===== src/hdl/sfpa_pkg.sv =====
// Package: shared constants, opcodes and stage payload types for the fixed-point ALU.
package sfpa_pkg;

    localparam int FRAC_BITS = 8;
    localparam int QW        = 32 + FRAC_BITS;   // quotient bits, one per divider cell

    localparam logic [3:0] OP_ADD  = 4'd0;
    localparam logic [3:0] OP_SUB  = 4'd1;
    localparam logic [3:0] OP_MUL  = 4'd2;
    localparam logic [3:0] OP_DIV  = 4'd3;
    localparam logic [3:0] OP_INC  = 4'd4;
    localparam logic [3:0] OP_DEC  = 4'd5;
    localparam logic [3:0] OP_MIN  = 4'd6;
    localparam logic [3:0] OP_MAX  = 4'd7;
    localparam logic [3:0] OP_CMP  = 4'd8;
    localparam logic [3:0] OP_FINT = 4'd9;
    localparam logic [3:0] OP_TINT = 4'd10;

    // Result and flags that ride along the divider chain untouched.
    typedef struct packed {
        logic [31:0] res;
        logic        gt;
        logic        lt;
        logic        eq;
        logic        dz;
        logic        is_div;
    } t_side;

    // Working state of one restoring division step.
    typedef struct packed {
        logic          neg;
        logic [31:0]   d;
        logic [31:0]   rem;
        logic [QW-1:0] dq;   // dividend bits shift out at the top, quotient bits in at the bottom
    } t_div;

endpackage


===== src/hdl/sfpa_div_cell.sv =====
// Divider cell: one restoring division step with its own handshake register.
module sfpa_div_cell (
    input  logic            i_clk,
    input  logic            i_rst_n,
    input  logic            i_valid,
    output logic            o_ready,
    input  sfpa_pkg::t_side i_side,
    input  sfpa_pkg::t_div  i_div,
    output logic            o_valid,
    input  logic            i_ready,
    output sfpa_pkg::t_side o_side,
    output sfpa_pkg::t_div  o_div
);
    import sfpa_pkg::*;

    logic        r_vld;
    t_side       r_side;
    t_div        r_div;
    t_div        n_div;
    logic [32:0] trial;
    logic        take;

    assign o_ready = !r_vld || i_ready;

    always_comb begin
        trial = {i_div.rem, i_div.dq[QW-1]};
        take  = trial >= {1'b0, i_div.d};
        n_div     = i_div;
        n_div.rem = take ? 32'(trial - {1'b0, i_div.d}) : trial[31:0];
        n_div.dq  = {i_div.dq[QW-2:0], take};
    end

    always_ff @(posedge i_clk) begin
        if (!i_rst_n) begin
            r_vld <= 1'b0;
        end else if (o_ready) begin
            r_vld <= i_valid;
        end
        if (o_ready && i_valid) begin
            r_side <= i_side;
            r_div  <= n_div;
        end
    end

    assign o_valid = r_vld;
    assign o_side  = r_side;
    assign o_div   = r_div;

endmodule


===== config.mk =====
export PLATFORM = sky130hd
export DESIGN_NAME = sfpa_div_cell
export DESIGN_NICKNAME = d
export VERILOG_FILES = /design/src/hdl/sfpa_pkg.sv /design/src/hdl/sfpa_div_cell.sv
export SDC_FILE = /design/constraint.sdc
export NUM_CORES = 1
export LEC_CHECK = 0
export BUFFER_PORTS_ARGS = -buffer_cell sky130_fd_sc_hd__buf_2
export CORE_UTILIZATION = 30
export DETAILED_ROUTE_END_ITERATION = 16
export SYNTH_ARGS = -nofsm -noshare
export SYNTH_HDL_FRONTEND = slang
export SYNTH_SLANG_ARGS = --single-unit

===== constraint.sdc =====
create_clock -name i_clk -period 6.86 [get_ports i_clk]
set_input_delay 1.029 -clock i_clk [delete_from_list [all_inputs] [get_ports i_clk]]
set_output_delay 1.029 -clock i_clk [all_outputs]
set_load 0.01 [all_outputs]

* Word level (Yosys, flattened, before mapping)
Cells that the tools add are included.
Storage, ports and cells: bits in registers 143, output and inout bits 144, word-level logic and storage cells 17
Cells by class: mux-type cells 1, $add $sub $neg 1, order comparisons 1, reduce and logical (&&, ||, !) cells 3
Operators with widths (count):
- >= comparator 33 x 32 -> 1 bit | 1
- 2-to-1 mux 32 bit | 1
- subtractor 32 bit | 1
- logical AND 1 bit | 1
- logical NOT 1 bit | 1
- logical OR 1 bit | 1

* Longest topological paths before layout
Gate-level depths: netlist (run 1).
depth after elaboration 3, mapped depth 13, gate-level depth less buffers 12

* Least setup slack after synthesis (run 1)
Ideal clock, no wire load.
kind in2reg, from input i_ready, to register r_div (netlist bit o_div[0]), enable pin, path slack 1.843 ns, required time 6.341 ns, stages 2, library setup time 0.519 ns, data arrival time 4.498 ns, buffers on the path 0, path through nand2b_1 and2_1
On the way: word-level cells in the longest chain between the ends 2
Ends and longest elaborated chain:
- start: declaration | RTL line sfpa_div_cell.sv:10 | input logic i_ready,
- logical OR 1 bit | RTL line sfpa_div_cell.sv:23 | assign o_ready = !r_vld || i_ready;
- logical AND 1 bit | RTL line sfpa_div_cell.sv:39 | if (o_ready && i_valid) begin
- end signal: assignment | RTL line sfpa_div_cell.sv:41 | r_div <= n_div;
- end: declaration | RTL line sfpa_div_cell.sv:18 | t_div r_div;
Every way passes these cells. A chain may end at the register's enable or synchronous reset.

==> results of run 1 <==
## metal layers
| metal | GRT usage | up-vias |
|---|---|---|
| met1 | 0.1837 | 2308 |
| met4 | 0.04949 | 0 |
| met2 | 0.2716 | 194 |
| li1 | - | 2415 |
| met3 | 0.05443 | 14 |
| met5 | 0 | - |
## registers in the layout (all words and copies together), names as in the netlist
name	count
o_div	105
o_side	37
o_valid	1
## how the worst min path moves through the flow
stage                  from      end  slack (ns)  cells past startpoint
floorplan           o_valid  o_valid        0.61                      2
finish              o_valid  o_valid        0.59                      2
detailed placement  o_valid  o_valid        0.58                      2
global route        o_valid  o_valid        0.61                      2
global placement    o_valid  o_valid        0.57                      2
CTS                 o_valid  o_valid        0.59                      2
## synth_stat cells, types with 2 or more instances
cell type	count
edfxtp_1	142
a21oi_1	55
inv_1	39
nor2_1	37
ha_1	32
nand2_1	28
o21ai_0	15
xnor2_1	15
a21o_1	13
xor2_1	12
clkbuf_1	8
nand3_1	8
nand4_1	7
mux2_2	6
o21a_1	6
nand2b_1	5
buf_2	4
mux2_1	4
nor4_1	4
o211ai_1	4
a211oi_1	3
and2_1	3
buf_4	3
o21bai_1	3
a211o_1	2
a31oi_1	2
mux2i_1	2
nor2b_1	2
nor3_1	2
o22ai_1	2
o41ai_1	2
## worst max-delay path: cells and delay by family
kind / cells / cell delay (ns)
simple gates: 1 / 0.19
xor+xnor: 1 / 0.11
buf+inv: 2 / 0.13
compound gates: 6 / 1.60
fa+ha+maj: 2 / 0.62
mux: 1 / 0.30
## power breakdown
part           switching [mW]  leakage (nW)  total [mW]  internal [mW]
clock                   0.402         0.255       0.877          0.475
combinational           0.232          2.22       0.397          0.165
sequential             0.0137          1.38        1.06           1.05
## per-stage QoR
| step | util | worst slack [ns] | total power [mW] |
|---|---|---|---|
| final | 0.4160 | 3.042 | 2.334 |
| after global routing | 0.4159 | 2.833 | 2.436 |
| after CTS | 0.4159 | 3.047 | 2.371 |
| after detailed placement | 0.3898 | 2.610 | 1.479 |
| after global placement | 0.3898 | 2.700 | 1.476 |
| after floorplan | - | 1.843 | 1.319 |
## kinds of logic (layout without fill, tap and decap cells)
family / Yosys count / count (layout) / synth area share
flip-flops: 143 / 143 / 0.6595
AO/OA/AOI/OAI: 119 / 119 / 0.1154
AND/OR/NAND/NOR: 100 / 100 / 0.06992
buffers and inverters: 54 / 364 / 0.03371
adder cells (fa/ha/maj): 33 / 33 / 0.06471
XOR/XNOR: 27 / 27 / 0.03640
multiplexers: 12 / 12 / 0.02041
other: 0 / 1 / 0
## area by class of cell
type | instances | area share
repair buffers | 293 | 0.1678
well taps | 275 | 0.03910
multi-input cells | 291 | 0.2268
flip-flops and latches | 143 | 0.4868
diodes | 1 | 0.0002844
clock buffers | 18 | 0.04877
clock inverters | 14 | 0.01379
inverters | 39 | 0.01664
==> out/qor.csv, run 1 <==
stage,metric,value,unit
outcome,outcome,"complete, no violations",
placed_design,Final HPWL DP,13870,µm
timing,final hold slack,0.5928,ns
cells_and_area,Reg area,0.004284,mm²
die,initial core utilization,0.3071,
detailed_routing,Final ANT Viol Nets,0,
cells_and_area,layout net count,964,
setup_path,CP arrival,3.98,ns
timing,Final Hold Vio Count,0,
cells_and_area,Layout area overhead,35.46,%
detailed_routing,initial detailed-routing violation count,223,
clock_network,Post-CTS Hold Buffers,0,
clock_network,clock sinks,143,
cells_and_area,most frequent cells in the layout,"289 x buf_2, 142 x edfxtp_1, 55 x a21oi_1",
detailed_routing,WL/cell,16.81,µm
timing,fmax,261.9,MHz
synth,Syn Std Cell Area,0.006496,mm²
detailed_routing,final wirelength,18050,µm
setup_path,r2r worst-path depth,3,
clock_network,Root Driver,clkbuf_16,
timing,setup TNS,0,ns
run,max_cap viols,0,
clock_network,TritonCTS buffer count,17,
synth,post-synth top area share,0.6564,
die,# rows,53,
setup_path,max incr delay on CP,0.40,ns
detailed_routing,Max Used Layer,met4,
global_routing,largest net degree at the start of global routing,87,
cells_and_area,footprint of the multi-input gates,0.001996,mm²
placed_design,Port-buffer cells,289,
detailed_routing,1st-pass router iterations,4,
setup_path,nature of the critical path endpoint,flip-flop,
die,Die Height,149.2,µm
setup_path,cell mode on critical path,a21oi_1,
synth,synth unique cells,49,
synth,largest area contributor in the netlist,edfxtp_1,
detailed_routing,Vias/cell,4.591,
setup_path,critical path capture point,o_div[70],
global_routing,number of global-route vias before repair,4766,
clock_network,post-CTS sizing,0,
setup_path,R2R Path End,o_div[43],
pwr,maximum vdd drop,162.0,µV
timing,Worst-Margin Slew,1.114,ns
synth,largest cells by area after synthesis,"edfxtp_1 66%, ha_1 6.2%, a21oi_1 4.2%",
synth,"Top FF cell, synth",edfxtp_1,
setup_path,Critical Setup Path Class,input pin to flip-flop,
timing,Rel. slew slack,0.2572,
global_routing,initial antenna violation count,2,
synth,asr flop ratio synth,0,
synth,Avg Synthesized Cell Area,13.31,µm²
detailed_routing,Metal-1 WL,7529,µm
clock_network,CTS tree,built,
clock_network,clk slew on worst S/H paths,0.07,ns
timing,period utilization,0.5566,
synth,Synth warnings,0,
detailed_routing,routed wl met3,1414,µm
global_routing,All-Layer GR Usage,0.1579,
setup_path,R2R Setup Slk,4.97,ns
clock_network,clk buf depth,2,
cells_and_area,fill count,2038,
detailed_routing,via count,4931,
cells_and_area,Non-Filler Instances,1074,
synth,post-synth net total,667,
die,core area,0.02115,mm²
setup_path,Reg-to-Reg Start,o_valid,
synth,"EDFF count, synth",142,
die,io pins,290,
placed_design,Final GP Congestion,0.8455,
global_routing,first-pass GRT wire length,25990,µm
timing,RSZ-0062 raised after global routing,false,
clock_network,"Setup Fix Bufs, Post-CTS",0,
clock_network,clock latency on the worst-skew pair,0.41,ns
synth,post-synthesis sequential area ratio,0.6595,
setup_path,Worst Path Required,7.03,ns
synth,synthesis-stage register bit count,143,
detailed_routing,DRC,0,
synth,synthesized instance count,488,
die,die area,0.02225,mm²
clock_network,htree depth,4,
setup_path,Critical Path Start,i_div[39],
timing,Max Slew Vio Count,0,
global_routing,grt ovf,0,
die,chip width,149.2,µm
cells_and_area,"most common cell after layout, fill and taps aside",buf_2,
timing,Final Skew,0.01212,ns
worst_hold_path,HP Class,flip-flop to flip-flop,
setup_path,"slowest stage cell, crit path",fa_1,
pwr,pwr/cell area,265.3,mW/mm²
setup_path,CP Launch Type,input pin,
timing,min Tclk post-route,3.818,ns
timing,setup violators final,0,
cells_and_area,share of layout cells above drive strength 1,0.4211,
detailed_routing,WL met2,8914,µm
setup_path,maximum net fanout on the critical path,3,
setup_path,critical path cell sequence,buf_2 > inv_1 > ha_1 > fa_1 > nand2b_1 > a21oi_1 > o2111ai_1 > o311a_1 > a21oi_1 > a21oi_1 > o41ai_1 > xor2_1 > mux2_1,
placed_design,placed cell area,0.008247,mm²
cells_and_area,design area,0.008800,mm²
pwr,leak pwr,3.854,nW
placed_design,Placed Cells,1041,
(Power assumes the default switching activity.)
==> run 2, diff against run 1 <==
==> constraint.sdc (replaced) <==
create_clock -name i_clk -period 3.2 [get_ports i_clk]
set_input_delay 0.48 -clock i_clk [delete_from_list [all_inputs] [get_ports i_clk]]
set_output_delay 0.48 -clock i_clk [all_outputs]
set_load 0.01 [all_outputs]
==> run 2 against run 1 <==
  * Flip-flop and latch count unchanged
  * Routed wire length up 1.7%
  * Critical endpoint is now o_div[66]
  * Clock skew up 0.0036 ns
  * Die area unchanged
  * Design area up 4.3%
  * Final cell count up 3.4%
  * Worst hold slack worse by 0.37 ns
  * Clock power up 130%
==> out/qor.csv, run 2 (synthesis results as in run 1) <==
stage,metric,value,unit,change
global_routing,first-pass GRT wire length,27140,µm,+4.4%
setup_path,cell family with most CP delay,compound AO/OA/AOI/OAI gates,,
worst_hold_path,hold-critical path depth,1,,-1
die,core area,0.02115,mm²,unchanged
clock_network,Root Driver,clkbuf_16,,
placed_design,Final GP Congestion,0.8078,,-4.5%
timing,RSZ-0062 raised after global routing,false,,
setup_path,r2r worst-path depth,3,,unchanged
clock_network,clock latency on the worst-skew pair,0.42,ns,about the same
timing,setup violators final,0,,unchanged
cells_and_area,layout net count,999,,+3.6%
detailed_routing,1st-pass router iterations,4,,unchanged
timing,Rel. slew slack,0.6886,,+0.4314
timing,Final Skew,0.01568,ns,+0.003563 ns
setup_path,critical path cell sequence,buf_2 > inv_1 > ha_1 > fa_1 > nand2b_1 > a21oi_2 > o2111ai_2 > o311a_1 > a21oi_2 > a21oi_1 > buf_4 > o21ai_0 > xor2_1 > mux2_1,,
timing,Max Slew Vio Count,0,,unchanged
cells_and_area,"most common cell after layout, fill and taps aside",buf_2,,
clock_network,clk slew on worst S/H paths,0.07,ns,about the same
clock_network,"Setup Fix Bufs, Post-CTS",0,,unchanged
cells_and_area,design area,0.009174,mm²,+4.3%
setup_path,Critical Setup Path Class,input pin to flip-flop,,
global_routing,All-Layer GR Usage,0.1634,,+0.005469
cells_and_area,fill count,2014,,-1.2%
setup_path,CP Buf/Inv Count,3,,+1
timing,Final Hold Vio Count,0,,unchanged
die,chip width,149.2,µm,unchanged
timing,setup TNS,0,ns,unchanged
detailed_routing,Vias/cell,4.545,,-1.0%
timing,min Tclk post-route,3.021,ns,
clock_network,htree depth,4,,unchanged
detailed_routing,DRC,0,,unchanged
pwr,pwr/cell area,571.1,mW/mm²,+120%
die,Die Height,149.2,µm,unchanged
setup_path,CP arrival,3.19,ns,-0.79 ns
clock_network,clk buf depth,2,,unchanged
outcome,outcome,"complete, no violations",,
clock_network,CTS tree,built,,
setup_path,nature of the critical path endpoint,flip-flop,,
die,io pins,290,,unchanged
die,initial core utilization,0.3071,,unchanged
die,# rows,53,,unchanged
cells_and_area,most frequent cells in the layout,"289 x buf_2, 142 x edfxtp_1, 53 x a21oi_1",,
cells_and_area,Layout area overhead,41.22,%,
detailed_routing,WL/cell,16.52,µm,-1.7%
timing,fmax,331.0,MHz,
global_routing,grt ovf,0,,unchanged
worst_hold_path,HP Class,input pin to flip-flop,,
placed_design,Final HPWL DP,14380,µm,+3.6%
clock_network,clock sinks,143,,unchanged
setup_path,cell mode on critical path,a21oi_2,,
pwr,leak pwr,4.075,nW,+5.7%
placed_design,Port-buffer cells,289,,unchanged
pwr,total power,5.240,mW,+120%
timing,period utilization,0.9442,,
detailed_routing,via count,5050,,+2.4%
placed_design,placed cell area,0.008547,mm²,+3.6%
cells_and_area,number of flip-flops under the largest register name,105,,unchanged
detailed_routing,initial detailed-routing violation count,242,,+8.5%
cells_and_area,share of layout cells above drive strength 1,0.4502,,+0.02913
detailed_routing,final wirelength,18360,µm,+1.7%
detailed_routing,Final ANT Viol Nets,0,,unchanged
pwr,maximum vdd drop,332.1,µV,+110%
run,max_cap viols,0,,unchanged
global_routing,initial antenna violation count,3,,+1
clock_network,TritonCTS buffer count,17,,unchanged
global_routing,number of global-route vias before repair,4999,,+4.9%
die,die area,0.02225,mm²,unchanged
setup_path,Worst Path Required,3.37,ns,-3.66 ns
setup_path,"slowest stage cell, crit path",fa_1,,
setup_path,Crit. path cell count,14,,+1
timing,Worst-Margin Slew,0.4671,ns,-0.6470 ns
setup_path,CP Launch Type,input pin,,
global_routing,largest net degree at the start of global routing,81,,-6.9%
setup_path,maximum net fanout on the critical path,3,,unchanged
setup_path,max incr delay on CP,0.40,ns,about the same
## run 2: area by class of cell
type,count,area (µm²),share of cell area
inverters,39,146.4,0.01596
diodes,3,7.507,0.0008183
repair buffers,328,1777,0.1937
clock inverters,14,168.9,0.01841
well taps,275,344.1,0.03751
multi-input cells,291,2017,0.2199
clock buffers,18,429.2,0.04678
flip-flops and latches,143,4284,0.4670
## run 2: path summary, 6_finish.rpt
check	startpoint	end	slack [ns]
max	i_div[39]	o_div[66]	0.18
min	i_side[26]	o_side[26]	0.22
max reg2reg	o_valid	o_div[74]	1.50
min reg2reg	o_valid	o_valid	0.53
## run 2: power by group
group	internal, mW	switching, mW
sequential	2.24	0.0302
clock	1.18	0.863
combinational	0.411	0.516
total	3.83	1.41
## run 2: routing by layer
metal,part of all wire,global-route usage,vias to the layer above
met5,0.00071,0,-
met4,0.020,0.06633,2
met3,0.086,0.05535,22
met2,0.48,0.2702,187
met1,0.41,0.1940,2353
li1,-,-,2486
## run 2: timing repair
item / CTS / global route
setup endpoints to repair: 0 / 2
hold buffers: 0 / 0
resized for setup: 0 / 4
## run 2: per-stage QoR
step                      hold slack [ns]  worst slack (ns)    util  std cells
after global placement             0.5192           -0.2781  0.4040       1076
final                              0.2228            0.1786  0.4337       1111
after CTS                          0.2065           0.07999  0.4323       1108
after detailed placement           0.5332           -0.3710  0.4040       1076
after floorplan                    0.5789           0.02185       -        488
after global routing               0.2051          0.008993  0.4333       1108
==> run 3, diff against run 2 <==
--- a/config.mk
+++ b/config.mk
@@ -6,6 +6,7 @@
 export NUM_CORES = 1
 export LEC_CHECK = 0
 export BUFFER_PORTS_ARGS = -buffer_cell sky130_fd_sc_hd__buf_2
+export CORE_MARGIN = 4
 export CORE_UTILIZATION = 30
 export DETAILED_ROUTE_END_ITERATION = 16
 export SYNTH_ARGS = -nofsm -noshare
==> run 3 against run 2 <==
  * Critical path type unchanged
  * Fmax rose by 0.56%
  * Design area shrank 0.72%
  * Critical path depth stayed put
  * Flip-flop and latch count unchanged
  * Non-clock buffer count did not move
  * Total power down 3.2%
==> out/qor.csv, run 3 (synthesis results as in run 1) <==
stage,metric,value,unit,change
setup_path,CP Launch Type,input pin,,
outcome,outcome,"complete, no violations",,
die,initial core utilization,0.3071,,unchanged
die,core area,0.02115,mm²,unchanged
clock_network,"Setup Fix Bufs, Post-CTS",0,,unchanged
cells_and_area,share of layout cells above drive strength 1,0.4502,,unchanged
detailed_routing,final wirelength,19350,µm,+5.4%
detailed_routing,Vias/cell,4.578,,+0.71%
setup_path,max incr delay on CP,0.41,ns,about the same
timing,Final Skew,0.01535,ns,-0.0003307 ns
die,Die Height,155.2,µm,+4.0%
setup_path,cell mode on critical path,a21oi_2,,
placed_design,Final HPWL DP,15330,µm,+6.6%
cells_and_area,antenna cells,0,,-3
worst_hold_path,HP Class,input pin to flip-flop,,
clock_network,TritonCTS buffer count,17,,unchanged
cells_and_area,Final Util,0.4305,,-0.003135
clock_network,clock latency on the worst-skew pair,0.42,ns,about the same
timing,period utilization,0.9389,,-0.005302
clock_network,clk slew on worst S/H paths,0.07,ns,about the same
clock_network,htree depth,4,,unchanged
setup_path,Critical Setup Path Class,input pin to flip-flop,,
detailed_routing,DRC,0,,unchanged
clock_network,Post-CTS Hold Buffers,0,,unchanged
detailed_routing,initial detailed-routing violation count,202,,-17%
setup_path,maximum net fanout on the critical path,3,,unchanged
placed_design,placed cell area,0.008534,mm²,-0.15%
timing,setup violators final,0,,unchanged
cells_and_area,fill count,2040,,+1.3%
setup_path,Worst Path Required,3.38,ns,about the same
clock_network,CTS tree,built,,
detailed_routing,WL/cell,17.46,µm,+5.7%
setup_path,CP arrival,3.18,ns,about the same
setup_path,nature of the critical path endpoint,flip-flop,,
global_routing,All-Layer GR Usage,0.1567,,-0.006679
timing,Max Slew Vio Count,0,,unchanged
setup_path,CP Buf/Inv Count,3,,unchanged
detailed_routing,1st-pass router iterations,5,,+1
global_routing,largest net degree at the start of global routing,77,,-4.9%
pwr,maximum vdd drop,334.3,µV,+0.67%
cells_and_area,most frequent cells in the layout,"289 x buf_2, 142 x edfxtp_1, 53 x a21oi_1",,
pwr,total power,5.070,mW,-3.2%
setup_path,critical path cell sequence,buf_2 > inv_1 > ha_1 > fa_1 > nand2b_1 > a21oi_2 > o2111ai_2 > o311a_1 > a21oi_2 > a21oi_1 > buf_4 > o21ai_0 > xor2_1 > mux2_1,,
cells_and_area,layout net count,999,,unchanged
cells_and_area,"most common cell after layout, fill and taps aside",buf_2,,
timing,Worst-Margin Slew,0.5655,ns,+0.09838 ns
global_routing,grt ovf,0,,unchanged
timing,fmax,332.8,MHz,+0.56%
timing,Final Hold Vio Count,0,,unchanged
global_routing,number of global-route vias before repair,5140,,+2.8%
placed_design,Final GP Congestion,0.8183,,+1.3%
setup_path,"slowest stage cell, crit path",fa_1,,
detailed_routing,via count,5072,,+0.44%
clock_network,clk buf depth,2,,unchanged
pwr,pwr/cell area,556.6,mW/mm²,-2.5%
timing,RSZ-0062 raised after global routing,false,,
clock_network,clock sinks,143,,unchanged
placed_design,Port-buffer cells,289,,unchanged
clock_network,Root Driver,clkbuf_16,,
die,chip width,155.2,µm,+4.0%
setup_path,R2R Setup Slk,1.43,ns,-0.07 ns
run,max_cap viols,0,,unchanged
cells_and_area,design area,0.009107,mm²,-0.72%
die,# rows,53,,unchanged
cells_and_area,number of flip-flops under the largest register name,105,,unchanged
pwr,leak pwr,4.038,nW,-0.92%
setup_path,cell family with most CP delay,compound AO/OA/AOI/OAI gates,,
die,io pins,290,,unchanged
timing,min Tclk post-route,3.004,ns,-0.01697 ns
global_routing,initial antenna violation count,3,,unchanged
timing,Rel. slew slack,0.6230,,-0.06559
cells_and_area,Layout area overhead,40.20,%,
die,die area,0.02407,mm²,+8.2%
global_routing,first-pass GRT wire length,28920,µm,+6.6%
detailed_routing,Final ANT Viol Nets,0,,unchanged
run 3: cell types whose count changed in the layout (fill, tap and decap cells not counted), sizes merged:
cell,delta
inv,-1
bufinv,-2
diode,-3
clkinvlp,+3
run 3: metal layers:
layer,track usage,part of all wire,vias to the layer above
li1,-,-,2485
met5,0,0.0018,-
met4,0.04121,0.013,6
met3,0.06147,0.096,24
met1,0.1832,0.40,2350
met2,0.2694,0.48,207
run 3: layout make-up:
type                            count  area, µm²  area share
Sequential cell                   143       4284      0.4704
Multi-Input combinational cell    291       2017      0.2215
Timing Repair Buffer              328       1764      0.1937
Clock buffer                       18      429.2     0.04712
Tap cell                          275      344.1     0.03778
Inverter                           39      146.4     0.01607
Clock inverter                     14      122.6     0.01346
run 3: path summary, 6_finish.rpt:
kind                            startpoint         to  cells after the start
worst max register to register     o_valid  o_div[74]                      3
worst min-delay path             i_div[38]  o_div[39]                      1
worst min register to register     o_valid    o_valid                      2
worst max-delay path             i_div[39]  o_div[66]                     14
run 3: repair_timing:
| item | in CTS | in global routing |
|---|---|---|
| setup endpoints to repair | 0 | 2 |
| hold endpoints to repair | 0 | 0 |
| gates resized for setup | 0 | 4 |
run 3: power breakdown:
part           switching (mW)  total, mW  leakage [nW]  internal (mW)
combinational           0.515      0.923          2.40          0.407
clock                   0.858       1.88         0.258           1.02
sequential             0.0309       2.27          1.38           2.24
run 3: per-stage QoR:
stage	hold slack, ns	std cells	setup TNS [ns]	setup slack (ns)
finish	0.2275	1108	0	0.1956
global route	0.2035	1108	0	0.01515
CTS	0.2032	1108	0	0.01969
detailed placement	0.5244	1076	-1.967	-0.4274
global placement	0.5192	1076	-1.067	-0.2902
floorplan	0.5789	488	0	0.02185
